<file path="src/hdl/gbn_pkg.sv">
// ----------------------------------------------------------------------------
// gbn_pkg
// Shared types, sizes and address helpers of the go-back-N sender.
// ----------------------------------------------------------------------------
package gbn_pkg;

    localparam int DATA_W      = 32;
    localparam int WAIT_DEPTH  = 16;
    localparam int UNACK_DEPTH = 16;

    localparam int WPTR_W = (WAIT_DEPTH > 1) ? $clog2(WAIT_DEPTH) : 1;
    localparam int UPTR_W = (UNACK_DEPTH > 1) ? $clog2(UNACK_DEPTH) : 1;
    localparam int WCNT_W = $clog2(WAIT_DEPTH + 1);
    localparam int UCNT_W = $clog2(UNACK_DEPTH + 1);
    localparam int OCC_W  = ((WCNT_W > UCNT_W) ? WCNT_W : UCNT_W) + 1;

    typedef enum logic [1:0] {
        MODE_NEW  = 2'd0,
        MODE_DONE = 2'd1,
        MODE_ACK  = 2'd2,
        MODE_NACK = 2'd3
    } mode_t;

    typedef enum logic [1:0] {
        SND_IDLE   = 2'd0,
        SND_NEW    = 2'd1,
        SND_REPLAY = 2'd2
    } snd_state_t;

    typedef enum logic [1:0] {
        CTL_IDLE = 2'd0,
        CTL_EXEC = 2'd1,
        CTL_OUT  = 2'd2
    } ctl_state_t;

    typedef enum logic [1:0] {
        RES_NONE  = 2'd0,
        RES_INPUT = 2'd1,
        RES_WAIT  = 2'd2,
        RES_UNACK = 2'd3
    } res_src_t;

    typedef struct packed {
        logic accept;
        logic exec;
        logic out_load;
    } gbn_cmd_t;

    typedef struct packed {
        logic has_result;
        logic out_free;
    } gbn_status_t;

    function automatic logic [UPTR_W-1:0] uaddr(input logic [UPTR_W-1:0] base,
                                                input logic [UCNT_W-1:0] off);
        logic [UPTR_W:0] sum;
        sum = (UPTR_W+1)'(base) + (UPTR_W+1)'(off);
        if (sum >= (UPTR_W+1)'(UNACK_DEPTH)) begin
            sum = sum - (UPTR_W+1)'(UNACK_DEPTH);
        end
        return sum[UPTR_W-1:0];
    endfunction

    function automatic logic [WPTR_W-1:0] waddr(input logic [WPTR_W-1:0] base,
                                                input logic [WCNT_W-1:0] off);
        logic [WPTR_W:0] sum;
        sum = (WPTR_W+1)'(base) + (WPTR_W+1)'(off);
        if (sum >= (WPTR_W+1)'(WAIT_DEPTH)) begin
            sum = sum - (WPTR_W+1)'(WAIT_DEPTH);
        end
        return sum[WPTR_W-1:0];
    endfunction

endpackage

</file>
<file path="src/hdl/go_back_n_sender_unit.sv">
// ----------------------------------------------------------------------------
// go_back_n_sender_unit
// Go-back-N ARQ sender with a wait fifo and an unacknowledged store.
// ----------------------------------------------------------------------------
// Each transaction is captured, then an update step changes the sender
// state and reads the fifo or store memory; the result then sits in the
// output register while the next transaction is captured. Input waits
// during the update step, as set by the registered memory read and the
// write-back of a descriptor moved from the wait fifo into the store. A
// stalled result output holds off input only when a second result is due.
module go_back_n_sender_unit (
    input  logic        aclk,
    input  logic        aresetn,
    input  logic        s_tvalid,
    output logic        s_tready,
    input  logic [31:0] s_tdata,   // packet_data
    input  logic [1:0]  s_tuser,   // mode
    output logic        m_tvalid,
    input  logic        m_tready,
    output logic [31:0] m_tdata,   // send_data
    output logic [1:0]  m_tuser    // is_retransmit, dropped
);

    gbn_pkg::gbn_cmd_t    ctrl_cmd;
    gbn_pkg::gbn_status_t ctrl_status;

    gbn_ctrl u_ctrl (
        .aclk     (aclk),
        .aresetn  (aresetn),
        .s_tvalid (s_tvalid),
        .s_tready (s_tready),
        .status   (ctrl_status),
        .cmd      (ctrl_cmd)
    );

    gbn_dpath u_dpath (
        .aclk     (aclk),
        .aresetn  (aresetn),
        .cmd      (ctrl_cmd),
        .status   (ctrl_status),
        .s_tdata  (s_tdata),
        .s_tuser  (s_tuser),
        .m_tvalid (m_tvalid),
        .m_tready (m_tready),
        .m_tdata  (m_tdata),
        .m_tuser  (m_tuser)
    );

`ifndef SYNTH
    a_accept_then_exec: assert property (@(posedge aclk) disable iff (!aresetn)
        ctrl_cmd.accept |=> ctrl_cmd.exec)
        else $error("accepted transaction not executed");

    a_exec_blocks_input: assert property (@(posedge aclk) disable iff (!aresetn)
        ctrl_cmd.exec |-> !s_tready)
        else $error("input ready during execute step");

    a_load_shows_result: assert property (@(posedge aclk) disable iff (!aresetn)
        ctrl_cmd.out_load |=> m_tvalid)
        else $error("loaded result not presented");

    a_no_result_no_load: assert property (@(posedge aclk) disable iff (!aresetn)
        ctrl_cmd.exec && !ctrl_status.has_result |=> !ctrl_cmd.out_load)
        else $error("output loaded for an event without result");
`endif

endmodule

</file>
<file path="src/hdl/gbn_ctrl.sv">
// ----------------------------------------------------------------------------
// gbn_ctrl
// Sequencer: takes one transaction, runs its update step, then hands the
// result, if any, to the output register.
// ----------------------------------------------------------------------------
module gbn_ctrl (
    input  logic                 aclk,
    input  logic                 aresetn,
    input  logic                 s_tvalid,
    output logic                 s_tready,
    input  gbn_pkg::gbn_status_t status,
    output gbn_pkg::gbn_cmd_t    cmd
);

    gbn_pkg::ctl_state_t state_reg;
    gbn_pkg::ctl_state_t state_next;

    always_ff @(posedge aclk) begin
        if (!aresetn) begin
            state_reg <= gbn_pkg::CTL_IDLE;
        end else begin
            state_reg <= state_next;
        end
    end

    always_comb begin
        state_next   = state_reg;
        s_tready     = 1'b0;
        cmd.accept   = 1'b0;
        cmd.exec     = 1'b0;
        cmd.out_load = 1'b0;
        unique case (state_reg)
            gbn_pkg::CTL_IDLE: begin
                s_tready = 1'b1;
                if (s_tvalid) begin
                    cmd.accept = 1'b1;
                    state_next = gbn_pkg::CTL_EXEC;
                end
            end
            gbn_pkg::CTL_EXEC: begin
                cmd.exec = 1'b1;
                if (status.has_result) begin
                    state_next = gbn_pkg::CTL_OUT;
                end else begin
                    state_next = gbn_pkg::CTL_IDLE;
                end
            end
            gbn_pkg::CTL_OUT: begin
                if (status.out_free) begin
                    cmd.out_load = 1'b1;
                    s_tready     = 1'b1;
                    if (s_tvalid) begin
                        cmd.accept = 1'b1;
                        state_next = gbn_pkg::CTL_EXEC;
                    end else begin
                        state_next = gbn_pkg::CTL_IDLE;
                    end
                end
            end
            default: begin
                state_next = gbn_pkg::CTL_IDLE;
            end
        endcase
    end

endmodule

</file>
<file path="src/hdl/gbn_dpath.sv">
// ----------------------------------------------------------------------------
// gbn_dpath
// Sender state, wait FIFO and unacknowledged store memories, event decode
// and the output register.
// ----------------------------------------------------------------------------
module gbn_dpath (
    input  logic                        aclk,
    input  logic                        aresetn,
    input  gbn_pkg::gbn_cmd_t           cmd,
    output gbn_pkg::gbn_status_t        status,
    input  logic [gbn_pkg::DATA_W-1:0]  s_tdata,
    input  logic [1:0]                  s_tuser,
    output logic                        m_tvalid,
    input  logic                        m_tready,
    output logic [gbn_pkg::DATA_W-1:0]  m_tdata,
    output logic [1:0]                  m_tuser
);

    localparam int DW  = gbn_pkg::DATA_W;
    localparam int WPW = gbn_pkg::WPTR_W;
    localparam int UPW = gbn_pkg::UPTR_W;
    localparam int WCW = gbn_pkg::WCNT_W;
    localparam int UCW = gbn_pkg::UCNT_W;
    localparam int OCW = gbn_pkg::OCC_W;

    // input transaction
    gbn_pkg::mode_t      in_mode_reg;
    logic [DW-1:0]       in_data_reg;

    // sender state
    gbn_pkg::snd_state_t snd_reg, snd_next;
    logic [WPW-1:0]      whead_reg, whead_next;
    logic [WCW-1:0]      wcnt_reg, wcnt_next;
    logic [UPW-1:0]      uhead_reg, uhead_next;
    logic [UCW-1:0]      ucnt_reg, ucnt_next;
    logic [UCW-1:0]      ridx_reg, ridx_next;
    logic [UCW-1:0]      rend_reg, rend_next;

    // pending result
    gbn_pkg::res_src_t   src_reg, src_next;
    logic                retx_reg, retx_next;
    logic                drop_reg, drop_next;
    logic                push_reg, push_next;
    logic [UPW-1:0]      push_addr_reg, push_addr_next;

    // memories
    logic [DW-1:0]       wait_mem [gbn_pkg::WAIT_DEPTH];
    logic [DW-1:0]       unack_mem [gbn_pkg::UNACK_DEPTH];
    logic [DW-1:0]       wait_rdata_reg;
    logic [DW-1:0]       unack_rdata_reg;
    logic                wait_we, wait_re, unack_we_exec, unack_re;
    logic [UPW-1:0]      unack_raddr;
    logic                unack_we;
    logic [UPW-1:0]      unack_waddr;
    logic [DW-1:0]       unack_wdata;

    // output register
    logic                m_tvalid_reg;
    logic [DW-1:0]       out_data_reg;
    logic                out_retx_reg;
    logic                out_drop_reg;
    logic [DW-1:0]       out_data_sel;

    // derived
    logic [UPW-1:0]      u_tail;
    logic [WPW-1:0]      w_tail;
    logic [OCW-1:0]      occupancy;
    logic                unack_full;
    logic                wait_block;
    logic                can_send_new;
    logic                go_new;

    assign u_tail     = gbn_pkg::uaddr(uhead_reg, ucnt_reg);
    assign w_tail     = gbn_pkg::waddr(whead_reg, wcnt_reg);
    assign occupancy  = OCW'(wcnt_reg) + OCW'(ucnt_reg);
    assign unack_full = ucnt_reg >= UCW'(gbn_pkg::UNACK_DEPTH);
    assign wait_block = (wcnt_reg >= WCW'(gbn_pkg::WAIT_DEPTH))
                     || (occupancy >= OCW'(gbn_pkg::UNACK_DEPTH));
    assign can_send_new = (wcnt_reg != '0) && !unack_full;

    always_comb begin
        snd_next       = snd_reg;
        whead_next     = whead_reg;
        wcnt_next      = wcnt_reg;
        uhead_next     = uhead_reg;
        ucnt_next      = ucnt_reg;
        ridx_next      = ridx_reg;
        rend_next      = rend_reg;
        src_next       = gbn_pkg::RES_NONE;
        retx_next      = 1'b0;
        drop_next      = 1'b0;
        push_next      = 1'b0;
        push_addr_next = u_tail;
        wait_we        = 1'b0;
        wait_re        = 1'b0;
        unack_we_exec  = 1'b0;
        unack_re       = 1'b0;
        unack_raddr    = gbn_pkg::uaddr(uhead_reg, ridx_reg);
        go_new         = 1'b0;
        unique case (in_mode_reg)
            gbn_pkg::MODE_NEW: begin
                src_next = gbn_pkg::RES_INPUT;
                if (snd_reg == gbn_pkg::SND_IDLE) begin
                    if (unack_full) begin
                        drop_next = 1'b1;
                    end else begin
                        unack_we_exec = 1'b1;
                        ucnt_next     = ucnt_reg + 1'b1;
                        snd_next      = gbn_pkg::SND_NEW;
                    end
                end else if (wait_block) begin
                    drop_next = 1'b1;
                end else begin
                    src_next  = gbn_pkg::RES_NONE;
                    wait_we   = 1'b1;
                    wcnt_next = wcnt_reg + 1'b1;
                end
            end
            gbn_pkg::MODE_DONE: begin
                unique case (snd_reg)
                    gbn_pkg::SND_NEW: begin
                        go_new = 1'b1;
                    end
                    gbn_pkg::SND_REPLAY: begin
                        if ((ridx_reg < rend_reg) && (ridx_reg < ucnt_reg)) begin
                            unack_re  = 1'b1;
                            ridx_next = ridx_reg + 1'b1;
                            src_next  = gbn_pkg::RES_UNACK;
                            retx_next = 1'b1;
                        end else begin
                            go_new = 1'b1;
                        end
                    end
                    default: begin
                        go_new = 1'b0;
                    end
                endcase
            end
            gbn_pkg::MODE_ACK: begin
                if (ucnt_reg != '0) begin
                    uhead_next = gbn_pkg::uaddr(uhead_reg, UCW'(1));
                    ucnt_next  = ucnt_reg - 1'b1;
                    if (ridx_reg != '0) begin
                        ridx_next = ridx_reg - 1'b1;
                    end
                    if (rend_reg != '0) begin
                        rend_next = rend_reg - 1'b1;
                    end
                end
            end
            gbn_pkg::MODE_NACK: begin
                if (ucnt_reg != '0) begin
                    rend_next = ucnt_reg;
                    snd_next  = gbn_pkg::SND_REPLAY;
                    if (snd_reg == gbn_pkg::SND_IDLE) begin
                        ridx_next   = UCW'(1);
                        unack_re    = 1'b1;
                        unack_raddr = uhead_reg;
                        src_next    = gbn_pkg::RES_UNACK;
                        retx_next   = 1'b1;
                    end else begin
                        ridx_next = '0;
                    end
                end
            end
            default: begin
                src_next = gbn_pkg::RES_NONE;
            end
        endcase
        if (go_new) begin
            if (can_send_new) begin
                wait_re    = 1'b1;
                whead_next = gbn_pkg::waddr(whead_reg, WCW'(1));
                wcnt_next  = wcnt_reg - 1'b1;
                push_next  = 1'b1;
                ucnt_next  = ucnt_reg + 1'b1;
                snd_next   = gbn_pkg::SND_NEW;
                src_next   = gbn_pkg::RES_WAIT;
            end else begin
                snd_next = gbn_pkg::SND_IDLE;
            end
        end
    end

    // input capture and pending result
    always_ff @(posedge aclk) begin
        if (cmd.accept) begin
            in_mode_reg <= gbn_pkg::mode_t'(s_tuser);
            in_data_reg <= s_tdata;
        end
        if (cmd.exec) begin
            src_reg       <= src_next;
            retx_reg      <= retx_next;
            drop_reg      <= drop_next;
            push_addr_reg <= push_addr_next;
        end
    end

    // sender state
    always_ff @(posedge aclk) begin
        if (!aresetn) begin
            snd_reg   <= gbn_pkg::SND_IDLE;
            whead_reg <= '0;
            wcnt_reg  <= '0;
            uhead_reg <= '0;
            ucnt_reg  <= '0;
            ridx_reg  <= '0;
            rend_reg  <= '0;
            push_reg  <= 1'b0;
        end else if (cmd.exec) begin
            snd_reg   <= snd_next;
            whead_reg <= whead_next;
            wcnt_reg  <= wcnt_next;
            uhead_reg <= uhead_next;
            ucnt_reg  <= ucnt_next;
            ridx_reg  <= ridx_next;
            rend_reg  <= rend_next;
            push_reg  <= push_next;
        end
    end

    // wait fifo memory
    always_ff @(posedge aclk) begin
        if (cmd.exec && wait_we) begin
            wait_mem[w_tail] <= in_data_reg;
        end
        if (cmd.exec && wait_re) begin
            wait_rdata_reg <= wait_mem[whead_reg];
        end
    end

    // unacked store memory, descriptor moved from the wait fifo written back
    assign unack_we    = (cmd.exec && unack_we_exec) || (cmd.out_load && push_reg);
    assign unack_waddr = cmd.out_load ? push_addr_reg : u_tail;
    assign unack_wdata = cmd.out_load ? wait_rdata_reg : in_data_reg;

    always_ff @(posedge aclk) begin
        if (unack_we) begin
            unack_mem[unack_waddr] <= unack_wdata;
        end
        if (cmd.exec && unack_re) begin
            unack_rdata_reg <= unack_mem[unack_raddr];
        end
    end

    // output register
    always_comb begin
        unique case (src_reg)
            gbn_pkg::RES_WAIT:  out_data_sel = wait_rdata_reg;
            gbn_pkg::RES_UNACK: out_data_sel = unack_rdata_reg;
            default:            out_data_sel = in_data_reg;
        endcase
    end

    always_ff @(posedge aclk) begin
        if (!aresetn) begin
            m_tvalid_reg <= 1'b0;
        end else if (cmd.out_load) begin
            m_tvalid_reg <= 1'b1;
        end else if (m_tready) begin
            m_tvalid_reg <= 1'b0;
        end
    end

    always_ff @(posedge aclk) begin
        if (cmd.out_load) begin
            out_data_reg <= out_data_sel;
            out_retx_reg <= retx_reg;
            out_drop_reg <= drop_reg;
        end
    end

    assign status.has_result = (src_next != gbn_pkg::RES_NONE);
    assign status.out_free   = !m_tvalid_reg || m_tready;

    assign m_tvalid = m_tvalid_reg;
    assign m_tdata  = out_data_reg;
    assign m_tuser  = {out_drop_reg, out_retx_reg};

endmodule
</file>
<file path="config.mk">
export PLATFORM = sky130hd
export DESIGN_NAME = go_back_n_sender_unit
export DESIGN_NICKNAME = d
export VERILOG_FILES = /design/src/hdl/gbn_pkg.sv /design/src/hdl/go_back_n_sender_unit.sv /design/src/hdl/gbn_ctrl.sv /design/src/hdl/gbn_dpath.sv
export SDC_FILE = /design/constraint.sdc
export NUM_CORES = 1
export LEC_CHECK = 0
export BUFFER_PORTS_ARGS = -buffer_cell sky130_fd_sc_hd__buf_4
export CAP_MARGIN = 10
export CORE_MARGIN = 1.5
export CORE_UTILIZATION = 26
export DETAILED_ROUTE_END_ITERATION = 8
export PLACE_DENSITY = 0.38
export REMOVE_ABC_BUFFERS = 1
export SYNTH_ARGS = -nofsm -noshare
export SYNTH_HDL_FRONTEND = slang
export SYNTH_HIERARCHICAL = 1
export SYNTH_SLANG_ARGS = --single-unit
</file>
<file path="constraint.sdc">
create_clock -name aclk -period 6.3 [get_ports aclk]
set_clock_uncertainty 0.05 [all_clocks]
set_input_delay 0.315 -clock aclk [delete_from_list [all_inputs] [get_ports aclk]]
set_output_delay 0.315 -clock aclk [all_outputs]
set_load 0.05 [all_outputs]
</file>
==> results.tsv, run 1 <==
stage	metric	value	unit
flow_run	drv_cap	0	
route	vias_per_cell	4.95	
global_route	first_global_vias	31487	
power_and_ir_drop	ir_drop	0.292	mV
final_layout	area_growth	17.5	%
route	drt_iter0_drc	2566	
final_layout	top_regs	u_dpath/unack_mem: 512 flops, u_dpath/wait_mem: 512 flops	
clock_tree	clock_latency	0.80	ns
global_route	grt_pass1_wl	237	mm
clock_tree	cts.repair.resized	0	
power_and_ir_drop	powerDensity	299	nW/µm²
setup_path	path_cells	inv_1, fa_4, buf_4, a21oi_1, nand2_1, a21oi_1, or4_1, o311ai_1	
setup_path	crit_buf_inv	2	
synth	ys_seq_elements	1198	
die	core	195000	µm²
setup_path	endpoint_kind	register	
clock_tree	tritoncts	built	
clock_tree	cts_root_buffer	clkbuf_16	
synth	synth_adder_area_share	1.03	%
setup_path	cp_common_cell	a21oi_1	
setup_path	worstReg2RegEnd	u_dpath/unack_rdata_reg[16]	
place	place_ws	1.64	ns
min_path	hp-class	in -> reg	
synth	synthMuxAreaShare	8.19	%
place	port_buffers	73	
synth	ys_async_sr_fraction	0	%
synth	ys_seq_area_share	69.5	%
min_path	min_delay_path_depth	2	
setup_path	crit_required	6.86	ns
sta	rsz0062_at_grt	false	
synth	ys.flop_type	edfxtp_1	
final_layout	drive_above_1_share	15.2	%
sta	slew_violations	0	
setup_path	cp-start-kind	register	
setup_path	slowest_delay	1.34	ns
sta	fin_crit_sh	74.7	%
final_layout	nFillCells	19342	
route	via_count	31509	
final_layout	final_nets	3705	
synth	synthXorXnorAreaFrac	0.358	%
die	dieArea	200000	µm²
setup_path	reg2reg_from	u_dpath/uhead_reg[1]	
synth	syn_area	51300	µm²
synth	synth_edf_count	1164	
global_route	overflow	0	
route	drtPass1Iterations	5	
synth	ys_top_cells_by_area	edfxtp_1 (68%), mux2i_1 (4.0%), a21oi_1 (2.8%)	
sta	fin_crit	4.71	ns
place	place_congestion	0.762	
die	ios	74	
setup_path	crit_slowest_cell	fa_4	
route	route.detailed.drc	0	
synth	synth_top_family_by_area	compound AO/OA/AOI/OAI gates	
place	dp.cells	6062	
clock_tree	cts.sinks	1198	
global_route	antenna_found_initial	7	
sta	hold_viol	0	
clock_tree	clock_path_buffers	3	
synth	synth_top_area_share	68.1	%
die	start_util	26.3	%
synth	synth_warnings	6	
sta	relSlewSlack	19.8	%
route	wirelength	166	mm
setup_path	r2r_setup_slack	1.59	ns
final_layout	stdcell_count	6364	
setup_path	path_max_fanout	76	
min_path	min_from	s_tdata[20]	
die	fp.dieH	447	µm
synth	synth_largest_area_cell	edfxtp_1	
global_route	grt_max_degree	150	
setup_path	critPathKind	reg -> reg	
setup_path	cp_top_family	adder cells	
synth	synth_cells	3534	
place	place_hpwl	97.9	mm
synth	synth_cell_type_count	75	
route	ant_nets	0	
min_path	min_to	u_dpath/in_data_reg[20]	
sta	max_freq	213	MHz
die	rows	162	
clock_tree	htree_levels	4	
synth	syn_avg_cell_area	14.5	µm²
sta	setup_viol	0	
sta	setup_ws	1.59	ns
die	die_w	447	µm
clock_tree	cts_setup_buffers	0	
synth	yosys.area_share.simple	6.93	%
global_route	grt_usage	16.4	%
sta	worst_pin_slew	1.20	ns
power_and_ir_drop	leakage	19.3	nW
route	routed_wire_length_per_instance	26.0	µm
setup_path	worstPathArrival	5.26	ns
clock_tree	cts_made_buffers	146	
setup_path	r2r_cells	8	
status	status	complete, no violations	
clock_tree	clk_pin_slew	0.07	ns
synth	synth-compound-area-share	11.6	%
## metrics by stage
stage               util, %  total power [mW]  hold slack [ns]  setup TNS [ns]  cell area (µm²)
finish                 30.9              18.1            0.179               0            60300
global route           30.9              18.7            0.158               0            60300
CTS                    30.8              18.3            0.113               0            60200
detailed placement     28.2              9.94            0.387               0            55200
global placement       28.2              9.93            0.384               0            55200
floorplan                 -              9.53            0.350        -2848.70            50200
## worst reg2reg max path: stages, from the launching register on
cell and delay (ns):
dfxtp_4 0.92, inv_1 0.38, fa_4 1.34, buf_4 0.85
a21oi_1 0.17, nand2_1 0.12, a21oi_1 0.08, or4_1 0.50
o311ai_1 0.10
## power by group
group,internal [mW],switching (mW)
sequential,8.80,0.0782
combinational,0.279,0.621
clock,4.80,3.47
## kinds of logic after synthesis
kind of cell	count (synthesis)
xor gates and xnor gates	21
and+or+nand+nor	768
muxes	332
adders and majority gates	40
AOI/OAI and AO/OA	883
DFF	1198
buffers and inverters	292
## cells in the mapped netlist (all sizes together) (35+ instances only)
cell and instances:
edfxtp 1164, nand2 365, a21oi 290, mux2i 204
clkbuf 186, a211oi 136, nor2 95, o21ai 88
nand3 83, nor3 77, buf 74, and3 66
mux2 64, mux4 64, a21o 39, a31oi 39
a22oi 36, ha 36, o211ai 35
## area by class of cell
cell class / count / area, µm² / share of cell area [%]
Antenna cell: 1 / 2.50 / 0.00415
Inverter: 32 / 128 / 0.212
Sequential cell: 1198 / 35600 / 59.1
Multi-Input combinational cell: 2044 / 14800 / 24.6
Clock buffer: 172 / 3770 / 6.26
Tap cell: 2624 / 3280 / 5.44
Timing Repair Buffer: 205 / 1750 / 2.90
Clock inverter: 88 / 892 / 1.48
## worst max-delay path by stage
stage                              start  depth (start not counted)                     endpoint
CTS                 u_dpath/uhead_reg[1]                          8  u_dpath/unack_rdata_reg[19]
floorplan            u_dpath/ucnt_reg[1]                          7   u_dpath/unack_rdata_reg[0]
global placement    u_dpath/uhead_reg[1]                          8  u_dpath/unack_rdata_reg[17]
detailed placement  u_dpath/uhead_reg[1]                          8  u_dpath/unack_rdata_reg[19]
finish              u_dpath/uhead_reg[1]                          8  u_dpath/unack_rdata_reg[16]
global route        u_dpath/uhead_reg[1]                          8  u_dpath/unack_rdata_reg[21]
## placed cells by master (no fill, tap or decap), drive strengths merged, types with 36 or more instances in the layout
master          n
edfxtp       1164
nand2         365
a21oi         290
mux2i         204
clkbuf        172
buf           167
a211oi        136
nor2           95
o21ai          88
nand3          83
nor3           77
and3           66
mux2           64
mux4           64
clkinv         64
inv            40
a21o           39
a31oi          39
dlygate4sd3    38
a22oi          36
ha             36
## routing by layer
metal | track usage [%] | vias up | routed length [µm]
li1 | - | 14247 | -
met1 | 23.2 | 16230 | 78300
met2 | 26.3 | 815 | 77400
met3 | 2.27 | 217 | 6560
met4 | 4.48 | 0 | 3400
met5 | 0 | - | 0
## repair_timing
item | in CTS | in global routing
endpoints found under the setup margin | 0 | 0
hold endpoints to repair | 46 | 0
hold buffers | 38 | 0
(Power assumes the default switching activity.)
==> inputs of run 2 (changes only) <==
PLACE_DENSITY = 0.39   (was 0.38)
clock period = 3.8 ns   (was 6.3 ns; I/O delays follow)
==> results.tsv, run 2 (synthesized netlist as in run 1, its figures left out) <==
stage	metric	value	unit	change
status	status	complete, no violations		
final_layout	top_regs	u_dpath/unack_mem: 512 flops, u_dpath/wait_mem: 512 flops		
final_layout	final_core_utilization	31.2	%	+0.34 points
die	start_util	26.3	%	unchanged
sta	fin_crit	3.46	ns	-1.24 ns
route	routed_wire_length_per_instance	25.6	µm	-1.6%
clock_tree	clock_latency	0.79	ns	about the same
power_and_ir_drop	leakage	19.6	nW	+1.5%
die	die_w	447	µm	unchanged
sta	fin_crit_sh	91.2	%	+16 points
power_and_ir_drop	powerDensity	482	nW/µm²	+61%
clock_tree	cts_root_buffer	clkbuf_16		
place	place_congestion	0.748		-1.8%
clock_tree	cts_setup_buffers	0		unchanged
route	vias_per_cell	4.96		+0.18%
clock_tree	tritoncts	built		
route	drtPass1Iterations	5		unchanged
die	ios	74		unchanged
global_route	overflow	0		unchanged
setup_path	path_cells	ha_1, inv_1, fa_4, xnor2_1, o2111a_1, a311oi_4, buf_4, or4_1, o311ai_1		
setup_path	cp-start-kind	register		
setup_path	critPathKind	reg -> reg		
setup_path	endpoint_kind	register		
sta	setup_viol	0		unchanged
die	core	195000	µm²	unchanged
min_path	hp-class	in -> reg		
route	drt_iter0_drc	2487		-3.1%
setup_path	path_max_fanout	32		-58%
global_route	grt_usage	16.4	%	-0.065 points
global_route	antenna_found_initial	5		-2
flow_run	drv_cap	0		unchanged
sta	hold_viol	0		unchanged
die	dieArea	200000	µm²	unchanged
clock_tree	clock_path_buffers	3		unchanged
sta	rsz0062_at_grt	false		
route	route.detailed.drc	0		unchanged
die	fp.dieH	447	µm	unchanged
global_route	grt_max_degree	146		-2.7%
global_route	grt_pass1_wl	237	mm	+0.12%
power_and_ir_drop	ir_drop	0.451	mV	+54%
final_layout	nFillCells	19356		+0.072%
setup_path	worstPathArrival	4.00	ns	-1.26 ns
final_layout	drive_above_1_share	15.9	%	+0.78 points
final_layout	postLayoutCellArea	61000	µm²	+1.1%
final_layout	final_common_cell	edfxtp_1		
place	port_buffers	73		unchanged
sta	relSlewSlack	31.5	%	+12 points
place	placed_cell_area	56100	µm²	+1.7%
clock_tree	htree_levels	4		unchanged
route	via_count	31809		+0.95%
clock_tree	cts_made_buffers	143		-2.1%
final_layout	final_cell_mix	edfxtp_1 (1164), nand2_1 (361), a21oi_1 (290), mux2i_1 (204), buf_4 (158)		
global_route	first_global_vias	31966		+1.5%
place	place_hpwl	95.4	mm	-2.5%
setup_path	crit_slowest_cell	or4_1		
sta	max_freq	289	MHz	+36%
setup_path	slowest_delay	0.62	ns	-0.72 ns
sta	slew_violations	0		unchanged
die	rows	162		unchanged
sta	worst_pin_slew	1.03	ns	-0.171 ns
clock_tree	holdBufCountCts	42		+11%
final_layout	area_growth	18.8	%	
clock_tree	clk_pin_slew	0.06	ns	about the same
clock_tree	cts.sinks	1198		unchanged
route	wirelength	164	mm	-0.87%
final_layout	final_nets	3749		+1.2%
clock_tree	cts.repair.resized	0		unchanged
setup_path	crit_required	4.34	ns	-2.52 ns
route	ant_nets	0		unchanged
==> run 2: layout make-up <==
class	count	area (µm²)	share of cell area [%]
clock buffer	188	3860	6.34
timing repair buffer	252	2650	4.34
sequential	1198	35600	58.5
multi-input combinational	2044	14800	24.3
antenna	2	5.00	0.00821
clock inverter	73	564	0.926
tap	2624	3280	5.38
inverter	32	128	0.209
==> run 2: routing by layer <==
| metal | global-route usage (%) | part of all wire [%] | up-vias |
|---|---|---|---|
| met5 | 0 | 0 | - |
| met4 | 5.23 | 2.7 | 0 |
| met3 | 2.07 | 3.5 | 251 |
| met2 | 26.6 | 47 | 778 |
| met1 | 22.6 | 47 | 16459 |
| li1 | - | - | 14321 |
==> run 2: worst max-delay path: cells and delay by family (launching register included) <==
kind | cells | cell delay, ns
adder cells (fa/ha/maj) | 2 | 0.68
AND/OR/NAND/NOR | 1 | 0.62
flip-flops | 1 | 0.50
XOR/XNOR | 1 | 0.49
AO/OA/AOI/OAI | 3 | 0.47
buffers and inverters | 2 | 0.44
==> run 2: path summary, 6_finish.rpt <==
check / startpoint / end / slack [ns] / cells past startpoint
setup / recovery: u_dpath/ridx_reg[0] / u_dpath/unack_rdata_reg[20] / 0.34 / 9
hold / removal: s_tdata[22] / u_dpath/in_data_reg[22] / 0.07 / 2
setup reg to reg: u_dpath/ridx_reg[0] / u_dpath/unack_rdata_reg[20] / 0.34 / 9
hold reg to reg: u_dpath/drop_reg / u_dpath/out_drop_reg / 0.40 / 0
==> run 2: per-stage QoR <==
step,hold WS (ns),total power [mW],instances,setup TNS (ns),setup WS (ns)
2_1_floorplan,0.239,15.8,3274,-5678.40,-6.84
3_3_place_gp,0.318,16.5,6108,0,0.418
3_5_place_dp,0.320,16.5,6108,0,0.361
4_1_cts,0.00197,29.8,6411,0,0.347
5_1_grt,0.0380,30.4,6411,0,0.230
6_report,0.0699,29.4,6413,0,0.336
==> run 2: where the power goes <==
| part | total [mW] | internal [mW] | switching (mW) |
|---|---|---|---|
| Sequential | 14.7 | 14.6 | 0.114 |
| Clock | 13.1 | 7.52 | 5.57 |
| Combinational | 1.56 | 0.507 | 1.05 |
| Total | 29.4 | 22.6 | 6.74 |
